$ cat src/stq_pkg.sv
// Types, codes and helpers shared by the trapezoidal stepper motion queue.
`timescale 1ns / 1ps
package stq_pkg;
	localparam int QUEUE_DEPTH = 8;
	localparam int IDX_W       = $clog2(QUEUE_DEPTH);
	localparam int RATE_W      = 24;
	localparam int SPEED_W     = 18;
	localparam int PERIOD_W    = 16;
	localparam int CNT_W       = $clog2(RATE_W + 1);

	localparam logic [SPEED_W-1:0] SPEED_MIN = SPEED_W'(3);
	localparam logic [SPEED_W-1:0] SPEED_MAX = SPEED_W'(187500);
	localparam logic [RATE_W-1:0]  TICK_RATE_RESET = RATE_W'(187500);

	localparam logic [1:0] CMD_ENQUEUE = 2'd0;
	localparam logic [1:0] CMD_STEP    = 2'd1;
	localparam logic [1:0] CMD_ACCEL   = 2'd2;

	localparam logic [1:0] PH_ACCEL  = 2'd0;
	localparam logic [1:0] PH_CRUISE = 2'd1;
	localparam logic [1:0] PH_DECEL  = 2'd2;

	localparam logic [1:0] ST_NORMAL  = 2'd0;
	localparam logic [1:0] ST_EMPTY   = 2'd1;
	localparam logic [1:0] ST_DROPPED = 2'd2;

	typedef struct packed {
		logic [1:0]         command;
		logic               is_wait;
		logic signed [31:0] steps;
		logic [23:0]        start_speed;
		logic [23:0]        accel;
		logic [31:0]        accel_length;
		logic [31:0]        decel_length;
		logic [7:0]         reply_tag;
	} in_item_t;

	typedef struct packed {
		logic               step_toggle;
		logic               direction;
		logic [15:0]        step_period;
		logic               period_load;
		logic [15:0]        accel_timer_period;
		logic               accel_load;
		logic [1:0]         queue_status;
		logic               done_res;
		logic               done_kind;
		logic signed [31:0] steps_taken;
		logic [7:0]         done_tag;
		logic [1:0]         phase;
	} out_item_t;

	function automatic logic [SPEED_W-1:0] clamp_rate(input logic [23:0] v);
		if (v < 24'(SPEED_MIN)) return SPEED_MIN;
		if (v > 24'(SPEED_MAX)) return SPEED_MAX;
		return v[SPEED_W-1:0];
	endfunction

	function automatic logic [IDX_W-1:0] next_slot(input logic [IDX_W-1:0] i);
		if (i == IDX_W'(QUEUE_DEPTH - 1)) return '0;
		return i + 1'b1;
	endfunction
endpackage

$ cat src/stepper_trapezoid_motion_queue.sv
// Top level of the trapezoidal stepper motion queue with its block memory and period divider.
`timescale 1ns / 1ps
// Usage: requests enter on in_valid/in_stall/in_data and results leave on
// out_valid/out_stall/out_data; each request gives exactly one result.
// tick_rate is written through cfg_wen/cfg_wdata; the user must write it
// only while the block is idle, as the block itself does not enforce it.
// Move blocks live in one synchronous memory with a registered read. Every
// period comes from one restoring divider that makes one quotient bit per cycle.
// A step tick that starts no block, a full-queue enqueue, an accel tick
// in cruise and an unknown command do not use the divider. A step tick
// that starts a block and an accel tick that changes speed run one division.
// An enqueue runs one division, or two when the queue was empty, since
// that also computes the first step period.
// One request is worked at a time; in_stall is high from acceptance until
// the result has moved into the output register.
// A stalled result holds in the output register while the next request
// is already being worked.
// Reset empties the queue, clears position, speed and period, sets the
// phase to cruise and tick_rate to 187500.
module stepper_trapezoid_motion_queue (
	input  logic               clk,
	input  logic               arst_n,
	input  logic               in_valid,
	output logic               in_stall,
	input  stq_pkg::in_item_t  in_data,
	output logic               out_valid,
	input  logic               out_stall,
	output stq_pkg::out_item_t out_data,
	input  logic               cfg_wen,
	input  logic [23:0]        cfg_wdata
);
	import stq_pkg::*;

	typedef struct packed {
		logic [SPEED_W-1:0]  speed;
		logic [PERIOD_W-1:0] aper;
		logic [30:0]         length;
		logic [31:0]         accel_to;
		logic [31:0]         decel_from;
		logic                is_wait;
		logic                dir;
		logic                is_new;
		logic [7:0]          tag;
	} entry_t;

	typedef enum logic [2:0] {S_IDLE, S_CMD, S_TICK, S_DIV, S_OUT} state_t;
	typedef enum logic [1:0] {DV_ENQ_AP, DV_ENQ_SP, DV_SPEED} div_sel_t;

	state_t              state_q;
	div_sel_t            sel_q;
	in_item_t            req_q;
	out_item_t           res_q, out_q, out_next;
	logic                ovr_q, out_valid_q;
	logic [RATE_W-1:0]   tick_rate_q;
	logic [IDX_W-1:0]    head_q, tail_q;
	logic [31:0]         pos_q;
	logic [SPEED_W-1:0]  speed_q;
	logic [PERIOD_W-1:0] period_q;
	logic [1:0]          phase_q;
	logic                dir_q;

	// Divider registers: quo_q shifts the dividend out as quotient bits come in.
	logic [RATE_W:0]     rem_q;
	logic [RATE_W-1:0]   quo_q;
	logic [SPEED_W-1:0]  dsr_q;
	logic [CNT_W-1:0]    cnt_q;
	logic [RATE_W:0]     rem_sh, rem_n;
	logic [RATE_W-1:0]   quo_n;
	logic                div_last;

	entry_t              mem_q [QUEUE_DEPTH];
	entry_t              rd_q, mem_wd;
	logic                mem_we;
	logic [IDX_W-1:0]    mem_wa;

	logic                q_empty, q_full, out_free;
	logic [SPEED_W-1:0]  sp_clamped, ac_clamped;
	logic [31:0]         len_abs;
	logic [31:0]         pos_inc;

	assign in_stall  = (state_q != S_IDLE);
	assign out_valid = out_valid_q;
	assign out_data  = out_q;
	assign out_free  = !out_valid_q || !out_stall;

	assign q_empty    = (head_q == tail_q);
	assign q_full     = (next_slot(head_q) == tail_q);
	assign sp_clamped = clamp_rate(req_q.start_speed);
	assign ac_clamped = clamp_rate(req_q.accel);
	assign len_abs    = req_q.steps[31] ? (32'd0 - 32'(req_q.steps)) : 32'(req_q.steps);
	assign pos_inc    = pos_q + 32'd1;

	always_comb begin
		out_next           = res_q;
		out_next.direction = dir_q;
		out_next.phase     = phase_q;
		if (!ovr_q) begin
			out_next.step_period = period_q;
		end
	end

	always_comb begin
		rem_sh = {rem_q[RATE_W-1:0], quo_q[RATE_W-1]};
		if (rem_sh >= (RATE_W+1)'(dsr_q)) begin
			rem_n = rem_sh - (RATE_W+1)'(dsr_q);
			quo_n = {quo_q[RATE_W-2:0], 1'b1};
		end else begin
			rem_n = rem_sh;
			quo_n = {quo_q[RATE_W-2:0], 1'b0};
		end
		if (dsr_q == '0) quo_n = '0;
		div_last = (cnt_q == CNT_W'(1));
	end

	always_comb begin
		mem_we = 1'b0;
		mem_wa = head_q;
		mem_wd = rd_q;
		if (state_q == S_TICK && (32'(rd_q.length) > pos_q) && rd_q.is_new) begin
			mem_we        = 1'b1;
			mem_wa        = tail_q;
			mem_wd.is_new = 1'b0;
		end else if (state_q == S_DIV && div_last && sel_q == DV_ENQ_AP) begin
			mem_we            = 1'b1;
			mem_wa            = head_q;
			mem_wd.speed      = sp_clamped;
			mem_wd.aper       = quo_n[PERIOD_W-1:0];
			mem_wd.length     = (len_abs > 32'h7FFF_FFFF) ? 31'h7FFF_FFFF : len_abs[30:0];
			mem_wd.accel_to   = req_q.accel_length;
			mem_wd.decel_from = req_q.decel_length;
			mem_wd.is_wait    = req_q.is_wait;
			mem_wd.dir        = !req_q.steps[31];
			mem_wd.is_new     = 1'b1;
			mem_wd.tag        = req_q.reply_tag;
		end
	end

	always_ff @(posedge clk) begin
		if (mem_we) begin
			mem_q[mem_wa] <= mem_wd;
		end
		rd_q <= mem_q[tail_q];
	end

	always_ff @(posedge clk or negedge arst_n) begin
		if (!arst_n) begin
			state_q     <= S_IDLE;
			sel_q       <= DV_SPEED;
			req_q       <= '0;
			res_q       <= '0;
			out_q       <= '0;
			tick_rate_q <= TICK_RATE_RESET;
			head_q      <= '0;
			tail_q      <= '0;
			pos_q       <= '0;
			speed_q     <= '0;
			period_q    <= '0;
			phase_q     <= PH_CRUISE;
			dir_q       <= 1'b0;
			out_valid_q <= 1'b0;
			rem_q       <= '0;
			quo_q       <= '0;
			dsr_q       <= '0;
			cnt_q       <= '0;
			ovr_q       <= 1'b0;
		end else begin
			if (cfg_wen) begin
				tick_rate_q <= cfg_wdata;
			end
			if (state_q == S_OUT && out_free) begin
				out_q       <= out_next;
				out_valid_q <= 1'b1;
			end else if (out_valid_q && !out_stall) begin
				out_valid_q <= 1'b0;
			end
			unique case (state_q)
				S_IDLE: begin
					if (in_valid) begin
						req_q   <= in_data;
						res_q   <= '0;
						ovr_q   <= 1'b0;
						state_q <= S_CMD;
					end
				end
				S_CMD: begin
					rem_q <= '0;
					quo_q <= tick_rate_q;
					cnt_q <= CNT_W'(RATE_W);
					case (req_q.command)
						CMD_ENQUEUE: begin
							if (q_full) begin
								res_q.queue_status <= ST_DROPPED;
								state_q <= S_OUT;
							end else begin
								dsr_q   <= ac_clamped;
								sel_q   <= DV_ENQ_AP;
								state_q <= S_DIV;
							end
						end
						CMD_STEP: begin
							if (q_empty) begin
								res_q.queue_status <= ST_EMPTY;
								state_q <= S_OUT;
							end else begin
								state_q <= S_TICK;
							end
						end
						CMD_ACCEL: begin
							if (phase_q == PH_ACCEL) begin
								speed_q <= (speed_q >= SPEED_MAX) ? SPEED_MAX : speed_q + 1'b1;
								dsr_q   <= (speed_q >= SPEED_MAX) ? SPEED_MAX : speed_q + 1'b1;
								res_q.period_load <= 1'b1;
								sel_q   <= DV_SPEED;
								state_q <= S_DIV;
							end else if (phase_q == PH_DECEL) begin
								speed_q <= (speed_q <= SPEED_MIN) ? SPEED_MIN : speed_q - 1'b1;
								dsr_q   <= (speed_q <= SPEED_MIN) ? SPEED_MIN : speed_q - 1'b1;
								res_q.period_load <= 1'b1;
								sel_q   <= DV_SPEED;
								state_q <= S_DIV;
							end else begin
								state_q <= S_OUT;
							end
						end
						default: begin
							state_q <= S_OUT;
						end
					endcase
				end
				S_TICK: begin
					if (32'(rd_q.length) > pos_q) begin
						if (rd_q.is_new) begin
							speed_q  <= rd_q.speed;
							dsr_q    <= rd_q.speed;
							dir_q    <= rd_q.dir;
							res_q.period_load        <= 1'b1;
							res_q.accel_load         <= 1'b1;
							res_q.accel_timer_period <= rd_q.aper;
							sel_q    <= DV_SPEED;
							state_q  <= S_DIV;
						end else begin
							state_q  <= S_OUT;
						end
						res_q.step_toggle <= !rd_q.is_wait;
						pos_q <= pos_inc;
						if (pos_inc < rd_q.accel_to) begin
							phase_q <= PH_ACCEL;
						end else if (pos_inc > rd_q.decel_from) begin
							phase_q <= PH_DECEL;
						end else begin
							phase_q <= PH_CRUISE;
						end
					end else begin
						res_q.done_res  <= 1'b1;
						res_q.done_tag  <= rd_q.tag;
						res_q.done_kind <= !rd_q.is_wait;
						if (!rd_q.is_wait) begin
							res_q.steps_taken <= rd_q.dir ? 32'(rd_q.length)
							                               : 32'd0 - 32'(rd_q.length);
						end
						tail_q  <= next_slot(tail_q);
						pos_q   <= '0;
						state_q <= S_OUT;
					end
				end
				S_DIV: begin
					if (!div_last) begin
						rem_q <= rem_n;
						quo_q <= quo_n;
						cnt_q <= cnt_q - 1'b1;
					end else begin
						case (sel_q)
							DV_ENQ_AP: begin
								head_q <= next_slot(head_q);
								if (q_empty) begin
									// First block into an empty queue restarts both timers.
									res_q.accel_timer_period <= quo_n[PERIOD_W-1:0];
									res_q.accel_load         <= 1'b1;
									res_q.period_load        <= 1'b1;
									ovr_q   <= 1'b1;
									rem_q   <= '0;
									quo_q   <= tick_rate_q;
									cnt_q   <= CNT_W'(RATE_W);
									dsr_q   <= sp_clamped;
									sel_q   <= DV_ENQ_SP;
									state_q <= S_DIV;
								end else begin
									state_q <= S_OUT;
								end
							end
							DV_ENQ_SP: begin
								res_q.step_period <= quo_n[PERIOD_W-1:0];
								state_q <= S_OUT;
							end
							default: begin
								period_q <= quo_n[PERIOD_W-1:0];
								state_q  <= S_OUT;
							end
						endcase
					end
				end
				S_OUT: begin
					if (out_free) begin
						state_q <= S_IDLE;
					end
				end
				default: state_q <= S_IDLE;
			endcase
		end
	end

	// An empty queue never carries a partial position.
	a_empty_pos: assert property (@(posedge clk) disable iff (!arst_n)
		(head_q == tail_q) |-> (pos_q == '0))
		else $error("position nonzero with empty queue");

	a_div_count: assert property (@(posedge clk) disable iff (!arst_n)
		(state_q == S_DIV) |-> (cnt_q != '0))
		else $error("divider running with zero count");

	a_speed_max: assert property (@(posedge clk) disable iff (!arst_n)
		speed_q <= SPEED_MAX)
		else $error("speed above limit");

	a_mem_write: assert property (@(posedge clk) disable iff (!arst_n)
		mem_we |-> (state_q == S_TICK || state_q == S_DIV))
		else $error("memory written outside block update");

	a_out_hold: assert property (@(posedge clk) disable iff (!arst_n)
		(state_q == S_OUT && !out_free) |=> (state_q == S_OUT))
		else $error("result left while output register busy");
endmodule
$ cat config.mk
export PLATFORM = sky130hd
export DESIGN_NAME = stepper_trapezoid_motion_queue
export DESIGN_NICKNAME = d
export VERILOG_FILES = /design/src/stq_pkg.sv /design/src/stepper_trapezoid_motion_queue.sv
export SDC_FILE = /design/constraint.sdc
export NUM_CORES = 2
export LEC_CHECK = 0
export BUFFER_PORTS_ARGS = -buffer_cell sky130_fd_sc_hd__clkbuf_2
export CAP_MARGIN = 10
export CELL_PAD_IN_SITES_DETAIL_PLACEMENT = 0
export CELL_PAD_IN_SITES_GLOBAL_PLACEMENT = 1
export CORE_AREA = 2 2 378 380
export DETAILED_ROUTE_END_ITERATION = 8
export DIE_AREA = 0 0 380 382
export PLACE_DENSITY_LB_ADDON = 0.1
export SETUP_SLACK_MARGIN = 0.02
export SKIP_CTS_REPAIR_TIMING = 1
export SLEW_MARGIN = 0
export SYNTH_ARGS = -nofsm -noshare
export SYNTH_HDL_FRONTEND = slang
export SYNTH_SLANG_ARGS = --single-unit
$ cat constraint.sdc
create_clock -name clk -period 19.9 [get_ports clk]
set_input_delay 1.99 -clock clk [delete_from_list [all_inputs] [get_ports clk]]
set_output_delay 1.99 -clock clk [all_outputs]
set_load 0.05 [all_outputs]
==> summary.md <==
| Metric | Value |
|---|---|
| Outcome | `finished, final reports clean` |
| R2R depth | `9` |
| Num Clock Sinks | `1753` |
| Root buf cell | `clkbuf_16` |
| Area of the die | `between 100000 and 150000 sq um` |
| NetSw | `0.00437 W` |
| Clock latency on the worst-skew pair | `just over 0.8 ns` |
| Post-layout nets | `around 5600` |
| Initial Util | `51.9%` |
| Num ports | `roughly 270` |
| R2r startpoint | `state_q[1]$_DFFE_PN0P_` |
| Setup TNS Final | `0 ns` |
| Synth Net Count | `around 5400` |
| Post-synth ARST share | `about 28%` |
| Synth top cells by count | `edfxtp_1, nand2_1, dfrtp_1, o21ai_0, mux4_2` |
| Unique masters post-synth | `85` |
| Worst-path clk slew | `0.06 ns` |
| CTS buffer count | `approximately 180` |
| P&R area growth vs syn | `13.7%` |
| Fillers | `about 11000` |
| Top layer in use | `met4` |
| Synth top area cells | `edfxtp_1, dfrtp_1, mux4_2, nand2_1, mux2_2` |
| Slew Limit Headroom | `a little over a fifth` |
| Vias per cell | `about 5.8` |
| Worst setup EP type | `register` |
| CP Class | `register to register` |
| Worst hold path class | `register to register` |
| Iteration count of the initial detailed-routing pass | `5` |
| Clk buf depth | `3` |
| Met2 wire len | `between 80000 and 90000 um` |
| CTS tree | `yes` |
| Routed WL | `approximately 180000 um` |
| DRC viols | `0` |
| Top-count cell post-synth | `edfxtp_1` |
| Met1 Routed Length | `82300 um` |
| Setup ws final | `13.96 ns` |
| Post-route cell area | `approximately 83000 sq um` |
| Sw frac | `approximately a third` |
| # rows | `about 140` |
| Wire per inst | `around 25 um` |
| Reg2Reg Capture Point | `mem_q[5][85]$_DFFE_PP_` |
| RSZ-0062 raised after global routing | `false` |
| Clock Power Share | `between 20 and 30%` |
| Total grt overflow | `0` |
| Seq. cell area | `48800 sq um` |
| Drt initial violations | `3383` |
| WHS Path Cells | `2` |
| Synth Flop Type | `edfxtp_1` |
| H-tree depth | `4` |
| Worst-margin pin slew | `1.17 ns` |
| Yosys top cell by area | `edfxtp_1` |
| Met3 wire length | `between 9000 and 10000 um` |
| DR vias | `between 40000 and 50000` |
| Pre-CTS setup slack | `13.83 ns` |
| Final clock skew | `0.0441 ns` |
| Fmax | `between 0.15 and 0.2 GHz` |
| Detailed Place HPWL | `roughly 120000 um` |
| Initial antenna violation count | `3` |
| Die Y | `382 um` |
| Core Area | `141000 sq um` |
| Worst Hold End | `out_next[6]$_DFFE_PN0P_` |
| Gr usage total | `25.5%` |
| Maximum vdd drop | `0.110 mV` |
| Number of flops mapped to enable cells by yosys | `between 1000 and 1500` |
| Largest net degree at the start of global routing | `roughly 170` |
| Tmin final | `5.94 ns` |
| Yosys top cell area share | `46.0%` |
| Chip width | `around 380 um` |
| Vias in the first global route | `43200` |
| Post-synthesis sequential area ratio | `between 60 and 70%` |
| Final setup fails | `0` |
| Final period util | `29.9%` |
| DRT antenna net count | `0` |
| Synthesized cell area | `around 73000 sq um` |
| Max-Cap Viols | `0` |
| FF+latch count, synth | `roughly 1800` |
| Area of the multi-input gates | `about 23000 sq um` |
| Worst setup SP type | `register` |
| Hold path start | `rd_q[4]$_DFF_P_` |
| Min Hold Slack | `0.459 ns` |
| Worst endpoint required time | `20.33 ns` |
| Fraction of layout cells with a size suffix above 1 | `between 20% and 30%` |
| Synthesized instance count | `between 5000 and 6000` |
| Final hold violation count | `0` |
| PortBufs | `about 270` |
| Arrival time at the worst endpoint | `between 6 and 7 ns` |
| Syn. warnings | `0` |
| GPL Wtd Cong | `roughly 0.91` |
| Reg power frac | `a little over two fifths` |
| Internal power | `approximately 0.0084 W` |
| Max Transition Viols Final | `0` |
| PwrDens | `153 nW/um^2` |
| Placed inst area | `between 70000 and 80000 sq um` |
| Syn avg cell area | `14.4 sq um` |
| R2R setup slack | `roughly 14 ns` |
| Critical path fanouts, max | `~170` |
| First-pass GRT wire length | `278000 um` |
| Pleak | `31.5 nW` |
| Combinational group share of total power | `~30%` |
## cell families (layout without fill, tap and decap cells)
family / Yosys count / count (layout) / share of synthesized area (%)
AOI/OAI and AO/OA: 768 / 768 / 6.60
xor gates and xnor gates: 108 / 108 / 1.29
adders and majority gates: 124 / 124 / 2.13
buffers and inverters: 426 / 853 / 2.22
DFF: 1753 / 1753 / 66.8
muxes: 579 / 579 / 13.2
other: 0 / 1 / 0
and+or+nand+nor: 1305 / 1305 / 7.83
## per-layer routing
metal / GRT usage, % / up-vias
met3: 3.87 / 252
met1: 36.7 / 22100
met5: 0 / -
met4: 6.94 / 0
li1: - / 19500
met2: 40.7 / 1158
## through the flow
step / utilization (%) / power [W] / std cells
after floorplan: - / 0.00791 / 5063
after global placement: 54.4 / 0.00921 / 7034
after detailed placement: 54.4 / 0.00925 / 7034
after CTS: 58.9 / 0.0128 / 7379
after global routing: 58.9 / 0.0134 / 7380
final: 58.9 / 0.0127 / 7381
## layout by cell type (no fill, tap or decap), drive strengths merged, types with 17 or more instances in the layout
master,instances
edfxtp,1120
nand2,823
clkbuf,535
dfrtp,481
o21ai,307
mux4,280
mux2,254
inv,166
dfxtp,140
a21oi,139
nor2,133
ha,123
nand3,107
buf,86
xnor2,58
xor2,50
nor3,48
mux2i,45
clkinv,44
a31oi,39
a21o,38
a22o,33
nor4,31
o31ai,31
nand4,30
a211oi,20
o211ai,20
or4,18
or3,17
## flip-flops by register name, summed over array words and instances (netlist names), 2 cells and up
name         count
cnt_q            5
dsr_q           18
head_q           3
mem_q         1120
out_data        82
out_next        63
period_q        16
phase_q          2
pos_q           32
quo_q           24
rd_q           140
rem_q           24
req_q          155
res_q           16
sel_q            2
speed_q         18
state_q          3
tail_q           3
tick_rate_q     24
## cell type report
type                            instances  area share [%]
Clock inverter                         77            1.14
Clock buffer                          268            6.57
Timing Repair Buffer                  353            2.46
Sequential cell                      1753            58.8
Inverter                              155           0.701
Multi-Input combinational cell       2884            27.5
Tap cell                             1890            2.85
Antenna cell                            1         0.00301
## worst max-delay path by stage
| stage | end | from | slack [ns] | depth (start not counted) |
|---|---|---|---|---|
| global route | mem_q[7][77]$_DFFE_PP_ | state_q[1]$_DFFE_PN0P_ | 13.59 | 9 |
| detailed placement | mem_q[7][78]$_DFFE_PP_ | state_q[1]$_DFFE_PN0P_ | 13.83 | 9 |
| floorplan | mem_q[0][0]$_DFFE_PP_ | pos_q[29]$_DFFE_PN0P_ | 2.54 | 9 |
| finish | mem_q[5][85]$_DFFE_PP_ | state_q[1]$_DFFE_PN0P_ | 13.96 | 9 |
| global placement | mem_q[5][78]$_DFFE_PP_ | state_q[2]$_DFFE_PN0P_ | 13.99 | 9 |
| CTS | mem_q[5][85]$_DFFE_PP_ | state_q[1]$_DFFE_PN0P_ | 13.80 | 9 |
## power by group through the flow
stage	clock network (W)	logic, W	registers (W)
floorplan	0	0.00259	0.00532
global placement	0	0.00375	0.00547
CTS	0.00362	0.00380	0.00541
global route	0.00376	0.00415	0.00547
finish	0.00356	0.00377	0.00541
detailed placement	0	0.00378	0.00547
## worst max-delay path: stages, from the launching register on
cell	delay, ns
dfrtp_1	0.49
nor2b_1	0.66
nand2_1	0.32
buf_4	0.32
nor4_2	0.37
buf_12	0.54
a21oi_1	0.39
a21oi_4	0.91
buf_4	0.66
buf_4	0.66
(Power assumes the default switching activity.)
